[config.mk]
export PLATFORM = sky130hd
export DESIGN_NAME = ordered_list_insert_erase_store
export DESIGN_NICKNAME = d
export VERILOG_FILES = /design/src/rtl/olies_pkg.sv /design/src/rtl/olies_ctrl.sv /design/src/rtl/olies_dp.sv /design/src/rtl/ordered_list_insert_erase_store.sv
export VERILOG_INCLUDE_DIRS = /design/src /design/src/rtl
export SDC_FILE = /design/constraint.sdc
export NUM_CORES = 2
export LEC_CHECK = 0
export BUFFER_PORTS_ARGS = -buffer_cell sky130_fd_sc_hd__buf_2
export CAP_MARGIN = 10
export CORE_ASPECT_RATIO = 0.8
export CORE_MARGIN = 2
export CORE_UTILIZATION = 35
export DETAILED_ROUTE_END_ITERATION = 10
export SLEW_MARGIN = 5
export SYNTH_ARGS = -nofsm -noshare
export SYNTH_HDL_FRONTEND = slang
export SYNTH_HIERARCHICAL = 1
export SYNTH_SLANG_ARGS = --single-unit
[constraint.sdc]
create_clock -name clk_i -period 6.85 [get_ports clk_i]
set_input_delay 1.0275 -clock clk_i [delete_from_list [all_inputs] [get_ports clk_i]]
set_output_delay 1.0275 -clock clk_i [all_outputs]
set_load 0.1 [all_outputs]
[src/rtl/ordered_list_insert_erase_store_macros.svh]
// Assertion macros shared by the list store RTL.
`ifndef ORDERED_LIST_INSERT_ERASE_STORE_MACROS_SVH
`define ORDERED_LIST_INSERT_ERASE_STORE_MACROS_SVH

// same-cycle implication
`define OLIES_ASSERT_NOW(name, clk, rst_n, ante, cons, msg) \
  name: assert property (@(posedge clk) disable iff (!rst_n) (ante) |-> (cons)) \
    else $error(msg);

// next-cycle implication
`define OLIES_ASSERT_NEXT(name, clk, rst_n, ante, cons, msg) \
  name: assert property (@(posedge clk) disable iff (!rst_n) (ante) |=> (cons)) \
    else $error(msg);

`endif

[src/rtl/olies_pkg.sv]
// Types and constants shared by the ordered list store modules.
`default_nettype none

package olies_pkg;

  typedef enum logic [1:0] {
    OP_APPEND   = 2'd0,
    OP_INSERT   = 2'd1,
    OP_ERASE    = 2'd2,
    OP_RETRIEVE = 2'd3
  } op_e;

  localparam logic [6:0] CAP_RESET = 7'd64;

  typedef struct packed {
    op_e                operation;
    logic [5:0]         position;
    logic signed [31:0] element_value;
  } in_beat_t;

  typedef struct packed {
    logic               success;
    logic signed [31:0] read_value;
    logic [6:0]         entry_count;
  } out_beat_t;

  typedef struct packed {
    logic load;
    logic check;
    logic shift;
    logic finish;
  } cmd_t;

  typedef struct packed {
    logic need_shift;
    logic last;
    logic out_free;
  } sts_t;

endpackage

`default_nettype wire

[src/rtl/olies_ctrl.sv]
// Controller state machine sequencing check, shift and finish steps.
`default_nettype none
`include "ordered_list_insert_erase_store_macros.svh"

module olies_ctrl (
  input  wire logic          clk_i,
  input  wire logic          rst_ni,
  input  wire logic          in_valid_i,
  output logic               in_stall_o,
  input  wire olies_pkg::sts_t sts_i,
  output olies_pkg::cmd_t    cmd_o
);
  import olies_pkg::*;

  typedef enum logic [3:0] {
    ST_IDLE  = 4'b0001,
    ST_CHECK = 4'b0010,
    ST_SHIFT = 4'b0100,
    ST_FINAL = 4'b1000
  } state_e;

  state_e state_q, state_d;

  always_comb begin
    state_d = state_q;
    cmd_o   = '0;
    unique case (state_q)
      ST_IDLE: begin
        if (in_valid_i) begin
          cmd_o.load = 1'b1;
          state_d    = ST_CHECK;
        end
      end
      ST_CHECK: begin
        cmd_o.check = 1'b1;
        state_d     = sts_i.need_shift ? ST_SHIFT : ST_FINAL;
      end
      ST_SHIFT: begin
        cmd_o.shift = 1'b1;
        if (sts_i.last) begin
          state_d = ST_FINAL;
        end
      end
      ST_FINAL: begin
        cmd_o.finish = 1'b1;
        if (sts_i.out_free) begin
          state_d = ST_IDLE;
        end
      end
      default: state_d = ST_IDLE;
    endcase
  end

  assign in_stall_o = (state_q != ST_IDLE);

  always_ff @(posedge clk_i or negedge rst_ni) begin
    if (!rst_ni) begin
      state_q <= ST_IDLE;
    end else begin
      state_q <= state_d;
    end
  end

  `OLIES_ASSERT_NEXT(a_accept_to_check, clk_i, rst_ni, in_valid_i && !in_stall_o, state_q == ST_CHECK, "accepted beat did not start check")
  `OLIES_ASSERT_NEXT(a_no_needless_shift, clk_i, rst_ni, state_q == ST_CHECK && !sts_i.need_shift, state_q == ST_FINAL, "shift entered without need")

endmodule

`default_nettype wire

[src/rtl/olies_dp.sv]
// Datapath: entry memory, count, shift pointer, limit register and result register.
`default_nettype none
`include "ordered_list_insert_erase_store_macros.svh"

module olies_dp #(
  parameter int DEPTH         = 64,
  parameter int ELEMENT_WIDTH = 32
) (
  input  wire logic                clk_i,
  input  wire logic                rst_ni,
  input  wire olies_pkg::in_beat_t in_beat_i,
  input  wire logic                cfg_we_i,
  input  wire logic [6:0]          cfg_wdata_i,
  input  wire logic                out_stall_i,
  output logic                     out_valid_o,
  output olies_pkg::out_beat_t     out_beat_o,
  input  wire olies_pkg::cmd_t     cmd_i,
  output olies_pkg::sts_t          sts_o
);
  import olies_pkg::*;

  localparam int AW    = $clog2(DEPTH);
  localparam int CNT_W = $clog2(DEPTH + 1);
  localparam int CMP_W = (CNT_W > 7) ? CNT_W : 7;

  logic [ELEMENT_WIDTH-1:0] mem [DEPTH];

  in_beat_t                 item_q;
  logic [CNT_W-1:0]         cnt_q, cnt_d;
  logic [AW-1:0]            ptr_q, ptr_d;
  logic [ELEMENT_WIDTH-1:0] rdata_q;
  logic [6:0]               cap_q;
  out_beat_t                res_q, res_d;
  logic                     res_valid_q, res_valid_d;

  logic                     rd_en, wr_en;
  logic [AW-1:0]            rd_addr, wr_addr;
  logic [ELEMENT_WIDTH-1:0] wr_data;

  logic [CMP_W-1:0]         cnt_x, pos_x, cap_x, depth_x, ptr_x;
  logic [AW-1:0]            cnt_a, pos_a;
  logic                     room, in_range, ok, need_shift, last, out_free;
  logic                     is_insert;
  logic signed [63:0]       val64, rd64;
  logic signed [ELEMENT_WIDTH-1:0] rd_s;
  logic [ELEMENT_WIDTH-1:0] stored;

  assign cnt_x   = CMP_W'(cnt_q);
  assign pos_x   = CMP_W'(item_q.position);
  assign cap_x   = CMP_W'(cap_q);
  assign depth_x = CMP_W'(DEPTH);
  assign ptr_x   = CMP_W'(ptr_q);
  assign cnt_a   = cnt_x[AW-1:0];
  assign pos_a   = pos_x[AW-1:0];

  assign room      = (cnt_x < cap_x) && (cnt_x < depth_x);
  assign in_range  = pos_x < cnt_x;
  assign is_insert = (item_q.operation == OP_INSERT);

  always_comb begin
    ok         = 1'b0;
    need_shift = 1'b0;
    unique case (item_q.operation)
      OP_APPEND: ok = room;
      OP_INSERT: begin
        ok         = room && (pos_x <= cnt_x);
        need_shift = room && in_range;
      end
      OP_ERASE: begin
        ok         = in_range;
        need_shift = CMP_W'(pos_x + CMP_W'(1)) < cnt_x;
      end
      OP_RETRIEVE: ok = in_range;
    endcase
  end

  assign last = is_insert ? (ptr_x == CMP_W'(pos_x + CMP_W'(1)))
                          : (CMP_W'(ptr_x + CMP_W'(2)) == cnt_x);
  assign out_free = !res_valid_q || !out_stall_i;

  assign sts_o.need_shift = need_shift;
  assign sts_o.last       = last;
  assign sts_o.out_free   = out_free;

  assign val64  = 64'(item_q.element_value);
  assign stored = val64[ELEMENT_WIDTH-1:0];
  assign rd_s   = rdata_q;
  assign rd64   = 64'(rd_s);

  always_comb begin
    rd_en       = 1'b0;
    rd_addr     = pos_a;
    wr_en       = 1'b0;
    wr_addr     = pos_a;
    wr_data     = stored;
    ptr_d       = ptr_q;
    cnt_d       = cnt_q;
    res_d       = res_q;
    res_valid_d = res_valid_q;

    if (res_valid_q && !out_stall_i) begin
      res_valid_d = 1'b0;
    end

    if (cmd_i.check) begin
      ptr_d = is_insert ? cnt_a : pos_a;
      rd_en = ok && ((item_q.operation == OP_RETRIEVE) || need_shift);
      unique case (item_q.operation)
        OP_INSERT: rd_addr = AW'(cnt_a - AW'(1));
        OP_ERASE:  rd_addr = AW'(pos_a + AW'(1));
        default:   rd_addr = pos_a;
      endcase
    end

    if (cmd_i.shift) begin
      wr_en   = 1'b1;
      wr_addr = ptr_q;
      wr_data = rdata_q;
      if (!last) begin
        rd_en   = 1'b1;
        rd_addr = is_insert ? AW'(ptr_q - AW'(2)) : AW'(ptr_q + AW'(2));
        ptr_d   = is_insert ? AW'(ptr_q - AW'(1)) : AW'(ptr_q + AW'(1));
      end
    end

    if (cmd_i.finish && out_free) begin
      res_valid_d        = 1'b1;
      res_d.success      = ok;
      res_d.read_value   = '0;
      if (ok) begin
        unique case (item_q.operation)
          OP_APPEND: begin
            wr_en   = 1'b1;
            wr_addr = cnt_a;
            cnt_d   = CNT_W'(cnt_q + CNT_W'(1));
          end
          OP_INSERT: begin
            wr_en   = 1'b1;
            wr_addr = pos_a;
            cnt_d   = CNT_W'(cnt_q + CNT_W'(1));
          end
          OP_ERASE: cnt_d = CNT_W'(cnt_q - CNT_W'(1));
          OP_RETRIEVE: res_d.read_value = rd64[31:0];
        endcase
      end
      res_d.entry_count = 7'(cnt_d);
    end
  end

  always_ff @(posedge clk_i) begin
    if (wr_en) begin
      mem[wr_addr] <= wr_data;
    end
    if (rd_en) begin
      rdata_q <= mem[rd_addr];
    end
  end

  always_ff @(posedge clk_i) begin
    if (cmd_i.load) begin
      item_q <= in_beat_i;
    end
    ptr_q <= ptr_d;
    res_q <= res_d;
  end

  always_ff @(posedge clk_i or negedge rst_ni) begin
    if (!rst_ni) begin
      cnt_q       <= '0;
      cap_q       <= CAP_RESET;
      res_valid_q <= 1'b0;
    end else begin
      cnt_q       <= cnt_d;
      res_valid_q <= res_valid_d;
      if (cfg_we_i) begin
        cap_q <= cfg_wdata_i;
      end
    end
  end

  assign out_valid_o = res_valid_q;
  assign out_beat_o  = res_q;

  `OLIES_ASSERT_NEXT(a_fail_keeps_count, clk_i, rst_ni, cmd_i.finish && out_free && !ok, cnt_q == $past(cnt_q), "failed operation changed count")
  `OLIES_ASSERT_NOW(a_count_bound, clk_i, rst_ni, 1'b1, cnt_x <= depth_x, "count above depth")

endmodule

`default_nettype wire

[src/rtl/ordered_list_insert_erase_store.sv]
// Ordered list store with shift insert and erase: top level.
// Input channel: in_valid_i / in_stall_o with in_beat_i (operation, position,
// element_value). Output channel: out_valid_o / out_stall_i with out_beat_o
// (success, read_value, entry_count). A beat moves when valid is high and
// stall is low. cfg_we_i writes cfg_wdata_i into the capacity limit.
// Each input beat gives exactly one output beat, in order.
// Entries live in a single-port-write, registered-read memory; insert and
// erase move one entry per cycle through it.
// An accepted beat passes through a check step, then one shift step per entry
// moved (count - position for insert, count - 1 - position for erase, none
// otherwise or on failure), then a final step that registers the result. A new
// beat is taken only in the idle state after the previous result is registered.
// The result register lets the next input beat be accepted while a result
// waits; if the receiver stalls, the following item holds in its last step
// until the register frees.
// Reset clears the count and the output valid and sets the limit to 64;
// memory contents are not cleared.
`default_nettype none

module ordered_list_insert_erase_store #(
  parameter int DEPTH         = 64,
  parameter int ELEMENT_WIDTH = 32
) (
  input  wire logic                clk_i,
  input  wire logic                rst_ni,
  input  wire logic                in_valid_i,
  output logic                     in_stall_o,
  input  wire olies_pkg::in_beat_t in_beat_i,
  output logic                     out_valid_o,
  input  wire logic                out_stall_i,
  output olies_pkg::out_beat_t     out_beat_o,
  input  wire logic                cfg_we_i,
  input  wire logic [6:0]          cfg_wdata_i
);
  import olies_pkg::*;

  cmd_t cmd;
  sts_t sts;

  olies_ctrl u_ctrl (
    .clk_i      (clk_i),
    .rst_ni     (rst_ni),
    .in_valid_i (in_valid_i),
    .in_stall_o (in_stall_o),
    .sts_i      (sts),
    .cmd_o      (cmd)
  );

  olies_dp #(
    .DEPTH         (DEPTH),
    .ELEMENT_WIDTH (ELEMENT_WIDTH)
  ) u_dp (
    .clk_i       (clk_i),
    .rst_ni      (rst_ni),
    .in_beat_i   (in_beat_i),
    .cfg_we_i    (cfg_we_i),
    .cfg_wdata_i (cfg_wdata_i),
    .out_stall_i (out_stall_i),
    .out_valid_o (out_valid_o),
    .out_beat_o  (out_beat_o),
    .cmd_i       (cmd),
    .sts_o       (sts)
  );

endmodule

`default_nettype wire

### Word level (Yosys, flattened, before mapping)

Memories as Yosys holds them, arrays and structs flattened. A register that Yosys moved wholly into a read port is not among the register bits.
Cells that the tools add are included.

| storage, ports and cells | value |
|---|---|
| latch bits | 0 |
| memories | 1 |
| output and inout port bits | 42 |
| logic and storage cells | 97 |
| memory bits (read-only) | 0 |
| flip-flop bits (word level) | 105 |
| input bits | 52 |
| RAM bits | 2048 |

| operators by class | value |
|---|---|
| reductions and logical operators | 16 |
| div/mod/pow operators | 0 |
| shifts and indexed selects | 0 |
| bitwise operators | 0 |
| muxes and demuxes | 41 |
| $lt $le $gt $ge | 5 |
| multipliers | 0 |
| equality and inequality tests | 13 |
| add/sub/neg operators | 10 |

Memories:

| memory | words | bits a word | rd ports | clocked after memory_dff | wr ports | RTL line | RTL |
|---|---|---|---|---|---|---|---|
| u_dp.mem | 64 | 32 | 1 | 1 | 1 | olies_dp.sv:26 | `logic [ELEMENT_WIDTH-1:0] mem [DEPTH];` |

Operators with widths:

| cell | count |
|---|---|
| $mux 6 | 12 |
| $mux 32 | 1 |
| $pmux 6 s2 | 2 |
| $mux 1 | 17 |
| $mux 4 | 4 |
| $pmux 4 s4 | 1 |
| $lt 7x7->1 | 2 |
| $pmux 7 s2 | 1 |
| $add 6x1->6 const B | 2 |
| $sub 6x1->6 const B | 2 |
| $add 6x1->7 const B | 1 |
| $add 6x2->7 const B | 1 |
| $add 7x1->7 const B | 1 |
| $eq 6x7->1 | 1 |
| $eq 7x7->1 | 1 |
| $le 6x7->1 | 1 |
| $lt 6x7->1 | 1 |
| $lt 7x7->1 const B | 1 |
| $mux 7 | 1 |
| $sub 7x1->7 const B | 1 |
| $add 6x2->6 const B | 1 |
| $logic_and 1x1->1 | 6 |
| $sub 6x2->6 const B | 1 |
| $eq 2x2->1 const B | 2 |
| 17 further kinds | 21 |

### Depth between registers and ports, before layout

| depth | value |
|---|---|
| depth after elaboration | 9 |
| mapped depth | 19 |
| mapped depth without buffers | 14 |

### Hierarchy

The synthesis kept the hierarchy.

By module, submodules not included:

| module | cells each | times used | sequential area each (µm²) | area an instance (µm²) |
|---|---|---|---|---|
| olies_dp | 5417 | 1 | 65358.9 | 86447.9 |
| olies_ctrl | 29 | 1 | 101.3 | 270.3 |

### Worst setup path after synthesis

OpenSTA, ideal clock, no wires.

| path | value |
|---|---|
| path kind | register -> register |
| start | reg u_dp.cnt_q[1] |
| end | mem u_dp.mem[47][0] (enable) |
| cell stages (with the launch flop) | 16 |
| required time | 6.348 ns |
| setup slack | -0.290 ns |
| data arrival time | 6.638 ns |
| cell sequence | dfrtp_1 -> clkbuf_1 -> inv_1 -> ha_1 -> nor2b_1 -> o21ai_0 -> a21oi_1 -> nor2_1 -> a211o_1 -> nand2_1 -> a211oi_2 -> mux2i_1 -> a222oi_1 -> or4b_1 -> clkbuf_1 -> nor4_1 |

| on the way | value |
|---|---|
| longest elaborated chain between the ends | 8 |
| elaborated cells on any way between the ends | 14 |
| classes of those cells | order compare (4); mux (8); reduce/logical (2) |

RTL lines:

| what | RTL line | RTL |
|---|---|---|
| from (decl) | olies_dp.sv:29 | `logic [CNT_W-1:0] cnt_q, cnt_d;` |
| from (signal assigned) | olies_dp.sv:173 | `cnt_q <= cnt_d;` |
| $lt 7x7->1 | olies_dp.sv:56 | `assign room = (cnt_x < cap_x) && (cnt_x < depth_x);` |
| $logic_and 1x1->1 | olies_dp.sv:56 |  |
| $logic_and 1x1->1 | olies_dp.sv:66 | `ok = room && (pos_x <= cnt_x);` |
| $pmux 1 s3 | olies_dp.sv:63 | `unique case (item_q.operation)` |
| $mux 1 | olies_dp.sv:130 | `if (ok) begin` |
| $mux 1 | olies_dp.sv:126 | `if (cmd_i.finish && out_free) begin` |
| $mux 1 | olies_dp.sv:151 | `if (wr_en) begin` |
| $mux 1 (implied by the code) | olies_dp.sv:152 | `mem[wr_addr] <= wr_data;` |
| to (decl) | olies_dp.sv:26 |  |

Parallel ways exist; a longest one is shown, timed or not.

### Worst setup path after layout

| path | value |
|---|---|
| start | reg u_dp.ptr_q[1] |
| end | reg u_dp.rdata_q[15], in the netlist u_dp/rd_s[15], read port of u_dp.mem, data pin |

| on the way | value |
|---|---|
| longest elaborated chain between the ends | 5 |
| elaborated cells on any way between the ends | 11 |
| classes of those cells | add/sub (3); eq/ne (2); mux (6) |

RTL lines:

| what | RTL line | RTL |
|---|---|---|
| from (decl) | olies_dp.sv:30 | `logic [AW-1:0] ptr_q, ptr_d;` |
| from (signal assigned) | olies_dp.sv:163 | `ptr_q <= ptr_d;` |
| $add 6x2->7 | olies_dp.sv:78 | `: (CMP_W'(ptr_x + CMP_W'(2)) == cnt_x);` |
| $eq 7x7->1 | olies_dp.sv:78 |  |
| $mux 1 | olies_dp.sv:77 | `assign last = is_insert ? (ptr_x == CMP_W'(pos_x + CMP_W'(1)))` |
| $mux 6 / $mux 1 (equally long branches) | olies_dp.sv:119 | `if (!last) begin` |
| $mux 6 / $mux 1 (equally long branches) | olies_dp.sv:115 | `if (cmd_i.shift) begin` |
| to (decl) | olies_dp.sv:31 | `logic [ELEMENT_WIDTH-1:0] rdata_q;` |

Parallel ways exist; a longest one is shown, timed or not.
A chain may end at the register's enable or synchronous reset.

==> flow_metrics.env <==
export IMPL_status="finished with violations"
export IMPL_violations="capacitance limit, slew limit"
export IMPL_die_area_mm2=0.252
export IMPL_grt_max_degree=86
export IMPL_ys_flop_type="edfxtp_1"
export IMPL_placedCellCount=8775
export IMPL_routedWlPerCell_um=30.1
export IMPL_ys_warn_count=6
export IMPL_synth_xor_area_share_pct=0.420
export IMPL_synth_mux_area_fraction_pct=7.05
export IMPL_met3_usage_pct=4.63
export IMPL_synth_cell_type_count=81
export IMPL_max_freq_ghz=0.156
export IMPL_synth_top_area_cell="edfxtp_1"
export IMPL_finalHoldViolCount=0
export IMPL_remaining_drc_errors=0
export IMPL_drtPass1Iterations=8
export IMPL_crit_path_end_kind="flop"
export IMPL_antenna_found_initial=25
export IMPL_cts_buffers=211
export IMPL_cp_data_required_time_ps=7310
export IMPL_die_w_um=561
export IMPL_die_h_um=449
export IMPL_synth_area_mm2=0.0867
export IMPL_ant_nets=0
export IMPL_powerDensity_mw_per_mm2=357
export IMPL_drtIter0Drc=8673
export IMPL_numClockSinks=2185
export IMPL_core_rowCount=163
export IMPL_start_util_pct=35.2
export IMPL_hold_class="input port to async pin"
export IMPL_vias=52989
export IMPL_path_class="flop to flop"
export IMPL_async_flop_share_pct=0.870
export IMPL_synthAdderAreaFrac_pct=0.574
export IMPL_area_growth_syn_to_layout_pct=15.1
export IMPL_cap_violations=1
export IMPL_startpoint_type="flop"
export IMPL_met1_usage_pct=31.9
export IMPL_leakagePower_nw=32.9
export IMPL_fin_crit_ps=6410
export IMPL_synth_top_area_share_pct=74.8
export IMPL_synthSimpleGateAreaFrac_pct=7.92
export IMPL_synth_edf_count=2160
export IMPL_totalPowerFinal_mw=35.6
export IMPL_finalClockSkew_ps=41.3
export IMPL_fp_coreArea_mm2=0.247
export IMPL_num_io_pins=94
export IMPL_dpl_hpwl_um=165000
export IMPL_rsz0062_at_grt="no"
export IMPL_routed_wl_um=276000
export IMPL_grt_util_met2_pct=31.5
export IMPL_grt_usage_pct=21.4
export IMPL_pre_cts_slack_ps=385
export IMPL_period_share_pct=93.6
export IMPL_cts_setup_buffers=0
export IMPL_grt_busiest_layer="met1"
export IMPL_final_common_cell="edfxtp_1"
export IMPL_dpl_instance_area_mm2=0.0932
export IMPL_synth_top_family_by_area="simple AND/OR/NAND/NOR gates"
export IMPL_fin_area_mm2=0.0998
export IMPL_syn_area_per_cell_um2=15.9
export IMPL_nNetsFinal=5780
export IMPL_gr_total_overflow=0
export IMPL_reg2reg_setup_slack_ps=440
export IMPL_synth_seq_cells=2185
export IMPL_grt_pass1_vias=49435
export IMPL_gp_congestion=0.873
export IMPL_hold_slack_ps=132
export IMPL_final_cell_mix="2,160 x edfxtp_1, 885 x nand2_1, 264 x nand3_1"
export IMPL_htreeDepth=4
export IMPL_root_buffer="clkbuf_16"
export IMPL_cts_tree="built"
export IMPL_drive_gt1_share_pct=16.6
export IMPL_setup_ws_ps=438
export IMPL_seq_area_frac_synth_pct=75.5
export IMPL_synth_compound_area_share_pct=6.68
export IMPL_clock_latency_ps=860
export IMPL_fin_cells=9178
export IMPL_synthCells=5446
export IMPL_cts_buffer_depth=3
export IMPL_setup_violations=0
export IMPL_grt_pass1_wl_um=385000
export IMPL_avgViaCountPerCell=5.77
export IMPL_cts_clk_slew_worst_paths_ps=60
export IMPL_arrival_ps=6880
export IMPL_cp_max_fo=49
export IMPL_worstMarginPinSlew_ps=1580
export IMPL_ctsResizeCount=0
export IMPL_io_buffers=93
export IMPL_netlist_top_cells_area="edfxtp_1 75%, nand2_1 3.8%, mux4_2 3.2%, mux2i_1 3.0%, nand3_1 1.5%"
export IMPL_slew_headroom_pct=-5.74
export IMPL_fin_tns_setup_ps=0
export IMPL_syn_nets=5536
export IMPL_hold_buffers=0
export IMPL_peakVddDrop_mv=0.299
export IMPL_final_core_util_pct=40.5
export IMPL_final_max_slew_viol_count=2
==> sequential cells by signal (all words and copies together) (netlist names) <==
register          cells
u_dp/mem           2048
u_dp/out_beat_o      40
u_dp/rd_s            32
u_dp/stored          32
u_dp/cap_q            7
u_dp/cnt_q            7
u_dp/pos_a            6
u_dp/ptr_q            6
u_ctrl/state_q        4
u_dp/item_q           2
u_dp/out_valid_o      1
==> synth_stat cells, drive strengths merged, types with 21 or more instances <==
library cell / number
or4: 21
o22ai: 55
nor2: 107
a221oi: 29
o221ai: 111
nor4: 22
ha: 35
nor3: 29
xnor2: 28
nand2: 889
and2: 35
o21ai: 58
a311oi: 41
mux4: 125
clkbuf: 185
a32oi: 21
and3: 113
a211oi: 93
a31oi: 78
nand3: 265
mux2i: 256
buf: 165
inv: 30
a21oi: 170
edfxtp: 2160
mux2: 65
==> per-layer routing <==
metal	wire, µm	vias to the layer above
met1	114000	27349
met2	121000	3291
met3	33700	411
li1	-	21930
met5	55	-
met4	7060	8
==> where the power goes <==
group / total (mW) / switching [mW] / internal (mW) / leakage (nW)
combinational: 8.75 / 6.18 / 2.56 / 9.92
clock: 11.2 / 5.09 / 6.13 / 3.22
sequential: 15.6 / 0.157 / 15.5 / 19.7
==> critical path: stages, from the launching register on <==
cell and delay, ps:
dfxtp_1 640, ha_1 310, or3b_2 460, a211oi_1 210, or3_1 170, a41o_1 420
nor3_2 80, buf_4 210, nor2_4 650, buf_4 420, buf_12 340, mux4_2 570
a2111oi_0 590, or3_1 540, a221oi_1 320
==> final timing paths <==
| path | from | to | depth (start not counted) |
|---|---|---|---|
| setup reg to reg | u_dp/ptr_q[1]$_DFF_P_ | u_dp/rd_s[15]$_DFFE_PP_ | 14 |
| min in group clk_i | in_beat_i[31] | u_dp/stored[31]$_DFFE_PP_ | 1 |
| hold / removal | rst_ni | u_dp/cnt_q[5]$_DFFE_PN0P_ | 1 |
| max in group asynchronous | rst_ni | u_ctrl/state_q[0]$_DFFE_PN1P_ | 1 |
| hold reg to reg | u_dp/cap_q[0]$_DFFE_PN0P_ | u_dp/cap_q[0]$_DFFE_PN0P_ | 1 |
| setup / recovery | u_dp/ptr_q[1]$_DFF_P_ | u_dp/rd_s[15]$_DFFE_PP_ | 14 |
==> kinds of logic (layout without fill, tap and decap cells) <==
family | count (synthesis) | after routing
DFF | 2185 | 2185
muxes | 446 | 446
xor gates and xnor gates | 40 | 40
and+or+nand+nor | 1543 | 1543
other | 0 | 12
AOI/OAI and AO/OA | 813 | 813
buffers and inverters | 381 | 801
adders and majority gates | 38 | 38
==> area by class of cell <==
cell class	count	area, µm²
tap	3300	4130
fill	22134	147000
antenna	12	30.0
timing repair buffer	381	3170
clock inverter	134	1070
inverter	31	116
sequential	2185	65500
clock buffer	255	5530
multi-input combinational	2880	20300
Note: power is estimated with default switching activity, not from simulation.
